## config.mk

```make
export PLATFORM = sky130hd
export DESIGN_NAME = median_of_two_sorted_arrays_unit
export DESIGN_NICKNAME = d
export VERILOG_FILES = /design/src/rtl/mtsa_pkg.sv /design/src/rtl/median_of_two_sorted_arrays_unit.sv /design/src/rtl/mtsa_ram.sv
export SDC_FILE = /design/constraint.sdc
export NUM_CORES = 2
export LEC_CHECK = 0
export BUFFER_PORTS_ARGS = -buffer_cell sky130_fd_sc_hd__buf_2
export CORE_ASPECT_RATIO = 0.6
export CORE_MARGIN = 5
export CORE_UTILIZATION = 38
export CTS_CLUSTER_SIZE = 16
export DETAILED_ROUTE_END_ITERATION = 16
export GPL_TIMING_DRIVEN = 0
export HOLD_SLACK_MARGIN = 0.03
export PLACE_DENSITY = 0.57
export SYNTH_ARGS = -nofsm -noshare
export SYNTH_HDL_FRONTEND = slang
export SYNTH_SLANG_ARGS = --single-unit
```

## constraint.sdc

```tcl
create_clock -name aclk -period 8.8 [get_ports aclk]
set_input_delay 0.44 -clock aclk [delete_from_list [all_inputs] [get_ports aclk]]
set_output_delay 0.44 -clock aclk [all_outputs]
set_load 0.01 [all_outputs]
```

## src/rtl/mtsa_pkg.sv

```systemverilog
// Package for the two-sorted-array median unit: sizes, widths and state codes.
// Used by mtsa_ram's instantiation in the top level and by the top level itself.
// Has no dependencies.
package mtsa_pkg;

    localparam int DEPTH         = 128;
    localparam int ELEMENT_WIDTH = 16;
    localparam int ADDR_W        = $clog2(DEPTH);
    localparam int CNT_W         = $clog2(DEPTH + 1);
    localparam int SUM_W         = ELEMENT_WIDTH + 1;

    typedef logic signed [ELEMENT_WIDTH-1:0] elem_t;
    typedef logic signed [SUM_W-1:0]         sum_t;
    typedef logic [CNT_W-1:0]                cnt_t;
    typedef logic [ADDR_W-1:0]               addr_t;

    typedef enum logic [3:0] {
        ST_IDLE  = 4'b0001,
        ST_FETCH = 4'b0010,
        ST_STEP  = 4'b0100,
        ST_EMIT  = 4'b1000
    } state_t;

endpackage

```

## src/rtl/median_of_two_sorted_arrays_unit.sv

```systemverilog
// Top level of the two-sorted-array median unit: load logic, merge sequencer, output register.
// Depends on mtsa_pkg and on mtsa_ram (two instances, one per array store).
//
//   channel | direction | handshake          | payload
//   --------+-----------+--------------------+----------------------------------
//   s_      | in        | s_valid / s_ready  | s_func, s_value, s_last
//   m_      | out       | m_valid / m_ready  | m_median_doubled, m_error
//
// Elements load at one item per cycle. An item with s_last set starts a merge walk
// over both stores that takes n+1 elements in all, each in a RAM read state (ST_FETCH)
// and then a compare state (ST_STEP); the result then passes through ST_EMIT to the output
// register, and an error result goes straight to ST_EMIT. The registered store reads are
// why each element needs its read state. s_ready is low during the walk and while a result
// waits for the output register. Reset is synchronous and active low; it clears both
// element counts and the drop flag, and the stores need no clearing.
module median_of_two_sorted_arrays_unit
    import mtsa_pkg::*;
(
    input  logic                     aclk,
    input  logic                     aresetn,
    input  logic                     s_valid,
    output logic                     s_ready,
    input  logic                     s_func,
    input  logic signed [ELEMENT_WIDTH-1:0] s_value,
    input  logic                     s_last,
    output logic                     m_valid,
    input  logic                     m_ready,
    output logic signed [SUM_W-1:0]  m_median_doubled,
    output logic                     m_error
);

    // Sequencer and bookkeeping registers.
    state_t state_reg, state_next;
    cnt_t   first_count_reg, first_count_next;
    cnt_t   second_count_reg, second_count_next;
    logic   overflow_reg, overflow_next;

    // Merge walk: i and j are the heads of the two stores, k counts elements taken.
    cnt_t   n_reg, n_next;
    cnt_t   i_reg, i_next;
    cnt_t   j_reg, j_next;
    cnt_t   k_reg, k_next;
    elem_t  cur_reg, cur_next;

    // Result waiting for the output register, and the output register itself.
    sum_t   res_sum_reg, res_sum_next;
    logic   res_err_reg, res_err_next;
    logic   m_valid_reg, m_valid_next;
    sum_t   m_sum_reg, m_sum_next;
    logic   m_err_reg, m_err_next;

    logic   accept;
    logic   first_full, second_full;
    logic   wr_first, wr_second;
    logic   drop;
    logic   set_error;
    elem_t  first_head, second_head;
    logic   take_first;
    elem_t  taken;
    sum_t   step_sum;

    assign s_ready = (state_reg == ST_IDLE);
    assign accept  = s_valid && s_ready;

    // A full store drops the element and marks the set as bad.
    assign first_full  = (first_count_reg == cnt_t'(DEPTH));
    assign second_full = (second_count_reg == cnt_t'(DEPTH));
    assign wr_first    = accept && !s_func && !first_full;
    assign wr_second   = accept &&  s_func && !second_full;
    assign drop        = accept && (s_func ? second_full : first_full);

    mtsa_ram #(
        .WIDTH (ELEMENT_WIDTH),
        .DEPTH (DEPTH)
    ) u_first_store (
        .aclk    (aclk),
        .wr_en   (wr_first),
        .wr_addr (first_count_reg[ADDR_W-1:0]),
        .wr_data (s_value),
        .rd_addr (i_reg[ADDR_W-1:0]),
        .rd_data (first_head)
    );

    mtsa_ram #(
        .WIDTH (ELEMENT_WIDTH),
        .DEPTH (DEPTH)
    ) u_second_store (
        .aclk    (aclk),
        .wr_en   (wr_second),
        .wr_addr (second_count_reg[ADDR_W-1:0]),
        .wr_data (s_value),
        .rd_addr (j_reg[ADDR_W-1:0]),
        .rd_data (second_head)
    );

    // The single shared compare: the merge takes from the first store on a tie.
    // When a head has run past n its read data is stale and is ignored.
    assign take_first = (j_reg >= n_reg)
                     || ((i_reg < n_reg) && (first_head <= second_head));
    assign taken      = take_first ? first_head : second_head;
    assign step_sum   = sum_t'(cur_reg) + sum_t'(taken);

    always_comb begin
        state_next        = state_reg;
        first_count_next  = first_count_reg;
        second_count_next = second_count_reg;
        overflow_next     = overflow_reg;
        n_next            = n_reg;
        i_next            = i_reg;
        j_next            = j_reg;
        k_next            = k_reg;
        cur_next          = cur_reg;
        res_sum_next      = res_sum_reg;
        res_err_next      = res_err_reg;
        m_valid_next      = m_valid_reg;
        m_sum_next        = m_sum_reg;
        m_err_next        = m_err_reg;
        set_error         = 1'b0;

        if (m_valid_reg && m_ready) begin
            m_valid_next = 1'b0;
        end

        case (state_reg)
            ST_IDLE: begin
                if (accept) begin
                    if (wr_first) begin
                        first_count_next = first_count_reg + cnt_t'(1);
                    end
                    if (wr_second) begin
                        second_count_next = second_count_reg + cnt_t'(1);
                    end
                    if (drop) begin
                        overflow_next = 1'b1;
                    end
                    if (s_last) begin
                        // The set is closed: judge it, then start afresh for the next one.
                        set_error = (first_count_next != second_count_next)
                                 || (first_count_next == '0)
                                 || overflow_next;
                        n_next            = first_count_next;
                        i_next            = '0;
                        j_next            = '0;
                        k_next            = '0;
                        first_count_next  = '0;
                        second_count_next = '0;
                        overflow_next     = 1'b0;
                        if (set_error) begin
                            res_sum_next = '0;
                            res_err_next = 1'b1;
                            state_next   = ST_EMIT;
                        end else begin
                            state_next   = ST_FETCH;
                        end
                    end
                end
            end
            ST_FETCH: begin
                // Heads at i and j are being read this cycle.
                state_next = ST_STEP;
            end
            ST_STEP: begin
                if (take_first) begin
                    i_next = i_reg + cnt_t'(1);
                end else begin
                    j_next = j_reg + cnt_t'(1);
                end
                cur_next = taken;
                if (k_reg == n_reg) begin
                    // This was element n+1 of the merge; cur holds element n.
                    res_sum_next = step_sum;
                    res_err_next = 1'b0;
                    state_next   = ST_EMIT;
                end else begin
                    k_next     = k_reg + cnt_t'(1);
                    state_next = ST_FETCH;
                end
            end
            ST_EMIT: begin
                if (!m_valid_reg || m_ready) begin
                    m_valid_next = 1'b1;
                    m_sum_next   = res_sum_reg;
                    m_err_next   = res_err_reg;
                    state_next   = ST_IDLE;
                end
            end
            default: begin
                state_next = ST_IDLE;
            end
        endcase
    end

    always_ff @(posedge aclk) begin
        if (!aresetn) begin
            state_reg        <= ST_IDLE;
            first_count_reg  <= '0;
            second_count_reg <= '0;
            overflow_reg     <= 1'b0;
            m_valid_reg      <= 1'b0;
        end else begin
            state_reg        <= state_next;
            first_count_reg  <= first_count_next;
            second_count_reg <= second_count_next;
            overflow_reg     <= overflow_next;
            m_valid_reg      <= m_valid_next;
        end
    end

    always_ff @(posedge aclk) begin
        n_reg       <= n_next;
        i_reg       <= i_next;
        j_reg       <= j_next;
        k_reg       <= k_next;
        cur_reg     <= cur_next;
        res_sum_reg <= res_sum_next;
        res_err_reg <= res_err_next;
        m_sum_reg   <= m_sum_next;
        m_err_reg   <= m_err_next;
    end

    assign m_valid          = m_valid_reg;
    assign m_median_doubled = m_sum_reg;
    assign m_error          = m_err_reg;

endmodule

```

## src/rtl/mtsa_ram.sv

```systemverilog
// Generic single-write, single-read RAM with a registered read port.
// Standalone; the top level instantiates one per element store.
module mtsa_ram #(
    parameter int WIDTH = 16,
    parameter int DEPTH = 128
) (
    input  logic                     aclk,
    input  logic                     wr_en,
    input  logic [$clog2(DEPTH)-1:0] wr_addr,
    input  logic [WIDTH-1:0]         wr_data,
    input  logic [$clog2(DEPTH)-1:0] rd_addr,
    output logic [WIDTH-1:0]         rd_data
);

    logic [WIDTH-1:0] mem_reg [DEPTH];
    logic [WIDTH-1:0] rd_data_reg;

    always_ff @(posedge aclk) begin
        if (wr_en) begin
            mem_reg[wr_addr] <= wr_data;
        end
        rd_data_reg <= mem_reg[rd_addr];
    end

    assign rd_data = rd_data_reg;

endmodule
```

==> results.sh <==
export IMPL_maxCapViolCount=0
export IMPL_die_height_um=518
export IMPL_ys_warnings_count=0
export IMPL_place_congestion=0.890
export IMPL_irDropWorstVdd_mv=0.169
export IMPL_overflow=0
export IMPL_dr_first_iter_drc_count=11700
export IMPL_clkSinkCount=4234
export IMPL_layout_commonest_cell="edfxtp_1"
export IMPL_worst_slack_ns=0.850
export IMPL_critical_path_max_stage_delay_ns=0.99
export IMPL_cts_tree="done"
export IMPL_grt_util_all_layers=0.206
export IMPL_worstPathMaxFanout=19
export IMPL_cts_setup_buffers=0
export IMPL_portBuffers=39
export IMPL_drive_gt1_frac=0.334
export IMPL_min_period_ns=7.95
export IMPL_max_freq_ghz=0.126
export IMPL_synth_area_um2=163000
export IMPL_yosys_most_used_dff="edfxtp_1"
export IMPL_syn_area_per_cell_um2=24.2
export IMPL_synth_seq_area_share=0.776
export IMPL_layout_common_cells="edfxtp_1 (4,180), mux4_2 (1,344), clkbuf_16 (400)"
export IMPL_nNetsFinal=7514
export IMPL_ios=42
export IMPL_setup_viol=0
export IMPL_async_reset_ff_frac=0
export IMPL_cpMaxStageDelayCell="clkbuf_2"
export IMPL_power_leakage_nw=57.3
export IMPL_wl_mm=465
export IMPL_syn_nets=6814
export IMPL_root_buffer="clkbuf_16"
export IMPL_end_kind="flip-flop"
export IMPL_path_cells="clkbuf_1, clkbuf_1, clkbuf_2, inv_1, ha_1, nand2b_1, a21o_1, a21oi_1, nor2b_1, o211ai_1, a21oi_1, a21oi_1, clkbuf_1, mux2_2, ha_1, a21o_1, a21o_1, a2111oi_0, nor2_1, a21o_1, a21oi_1, xor2_1, nor2_1"
export IMPL_min_period_over_period=0.903
export IMPL_antenna_found_initial=102
export IMPL_critical_path_class="flip-flop to flip-flop"
export IMPL_status="finished, final reports clean"
export IMPL_fp_dieW_um=856
export IMPL_synth_edff_count=4180
export IMPL_final_util=0.440
export IMPL_syn_inst=6737
export IMPL_crit_required_ns=9.45
export IMPL_cts_buffer_depth=4
export IMPL_grt_pass1_wl_mm=637
export IMPL_slew_headroom=0.0118
export IMPL_final_cell_count_no_fill=13500
export IMPL_htreeDepth=5
export IMPL_std_cell_rows=186
export IMPL_hold_viol_final=0
export IMPL_core_area_um2=428000
export IMPL_grt_pass1_vias=76800
export IMPL_critPathLaunchType="flip-flop"
export IMPL_worstMarginPinSlew_ns=1.48
export IMPL_hold_worst_slack_ns=0.131
export IMPL_initial_utilization=0.381
export IMPL_hp_class="input port to flip-flop"
export IMPL_wl_per_cell_um=34.4
export IMPL_dpl_cell_count=12800
export IMPL_clock_skew_final_ns=0.0807
export IMPL_dieArea_um2=443000
export IMPL_pre_cts_ws_ns=0.422
export IMPL_clk_pin_slew_ns=0.06
export IMPL_final_fill_count=35700
export IMPL_ant_nets=0
export IMPL_rsz0062_at_grt="false"
export IMPL_pwr_density_cell_nw_per_um2=218
export IMPL_synth_distinct_cells=56
export IMPL_drcViolationCount=0
export IMPL_final_setup_tns_ns=0
export IMPL_area_growth_pct=15.5
export IMPL_cp_arrival_ns=8.60
export IMPL_ys_seq_elements=4234
export IMPL_first_pass_iters=5
export IMPL_maxSlewViolCount=0
export IMPL_viasPerCell=5.83
export IMPL_grt_start_max_net_pins=141
export IMPL_worst_skew_pair_late_latency_ns=0.95
export IMPL_cts_buffers_inserted=394
export IMPL_hpwl_mm=324
export IMPL_num_vias=78800
[kinds of logic (layout without fill, tap and decap cells)]
kind of cell             after synthesis  in the layout  synth area share
multiplexers                        1394           1394             0.189
adder cells (fa/ha/maj)               55             55           0.00426
AO/OA/AOI/OAI                        110            110           0.00447
XOR/XNOR                              59             59           0.00341
buffers and inverters                389           1410           0.00935
AND/OR/NAND/NOR                      496            496            0.0134
other                                  0             36                 0
flip-flops                          4234           4234             0.776
[area by class of cell]
type,count,area (um2),area share
sequential,4234,127000,0.672
multi-input combinational,2114,35700,0.189
clock buffer,493,10500,0.0556
tap,5734,7170,0.0381
timing repair buffer,305,4700,0.0249
buffer,353,1450,0.00769
antenna,36,90.1,0.000478
clock inverter,224,2070,0.0110
inverter,35,131,0.000698
[stage by stage]
step | instance area [um2] | power (W)
floorplan | 163000 | 0.0235
CTS | 188000 | 0.0413
detailed placement | 175000 | 0.0245
global placement | 170000 | 0.0245
global route | 188000 | 0.0423
finish | 188000 | 0.0411
[report_power, final]
| part | internal, W | switching (W) |
|---|---|---|
| combinational | 0.000645 | 0.00127 |
| sequential | 0.0222 | 0.0000253 |
| clock | 0.00942 | 0.00754 |
| total | 0.0322 | 0.00883 |
[synth_stat cells (5+ instances only)]
master	n	area [um2]
a21o_1	20	150
dfxtp_1	54	1080
nor2b_1	24	150
buf_2	52	260
edfxtp_1	4180	126000
nand2b_1	7	43.8
mux2_2	49	552
o21a_1	6	45.0
and2_1	9	56.3
o21ai_0	25	125
nor4_1	8	50.1
xor2_1	34	298
nor2_1	319	1200
and3_1	10	62.6
ha_1	54	676
a21oi_1	26	130
mux4_2	1344	30300
nor3_1	6	30.0
inv_1	34	128
a21boi_0	5	37.5
nand4_1	7	43.8
xnor2_1	22	193
nand3_1	34	170
clkbuf_1	233	875
nand2_1	50	188
buf_1	69	259
a22oi_1	6	45.0
[critical path: cells and delay by family, from the launching register on]
kind | cells | cell delay [ns]
AO/OA/AOI/OAI | 10 | 2.70
XOR/XNOR | 1 | 0.41
adder cells (fa/ha/maj) | 2 | 0.60
buffers and inverters | 5 | 2.57
flip-flops | 1 | 0.39
multiplexers | 1 | 0.47
AND/OR/NAND/NOR | 4 | 0.49
[routing by layer]
metal  up-vias  track usage  wire length, um  share of wire
li1      30500            -                -              -
met1     43200        0.321           202000           0.43
met2      4588        0.261           182000           0.39
met3       533       0.0969            72800           0.16
met4        54       0.0390             8560          0.018
met5         -            0              531         0.0011
[path summary, 6_finish.rpt]
check                                     start                    to  slack, ns  cells after the start
worst max-delay path                   j_reg[0]        res_sum_reg[9]       0.85                     23
worst min-delay path                    m_ready               m_valid       0.13                      3
worst max register to register         j_reg[0]        res_sum_reg[9]       0.85                     23
worst min register to register  res_sum_reg[15]  m_median_doubled[15]       0.42                      0
[repair_timing]
item,CTS,global route
resized for setup,0,0
hold buffers,18,0
endpoints found under the setup margin,0,3
endpoints found under the hold margin,625,0
No activity file was read; power rests on OpenSTA's default activity.
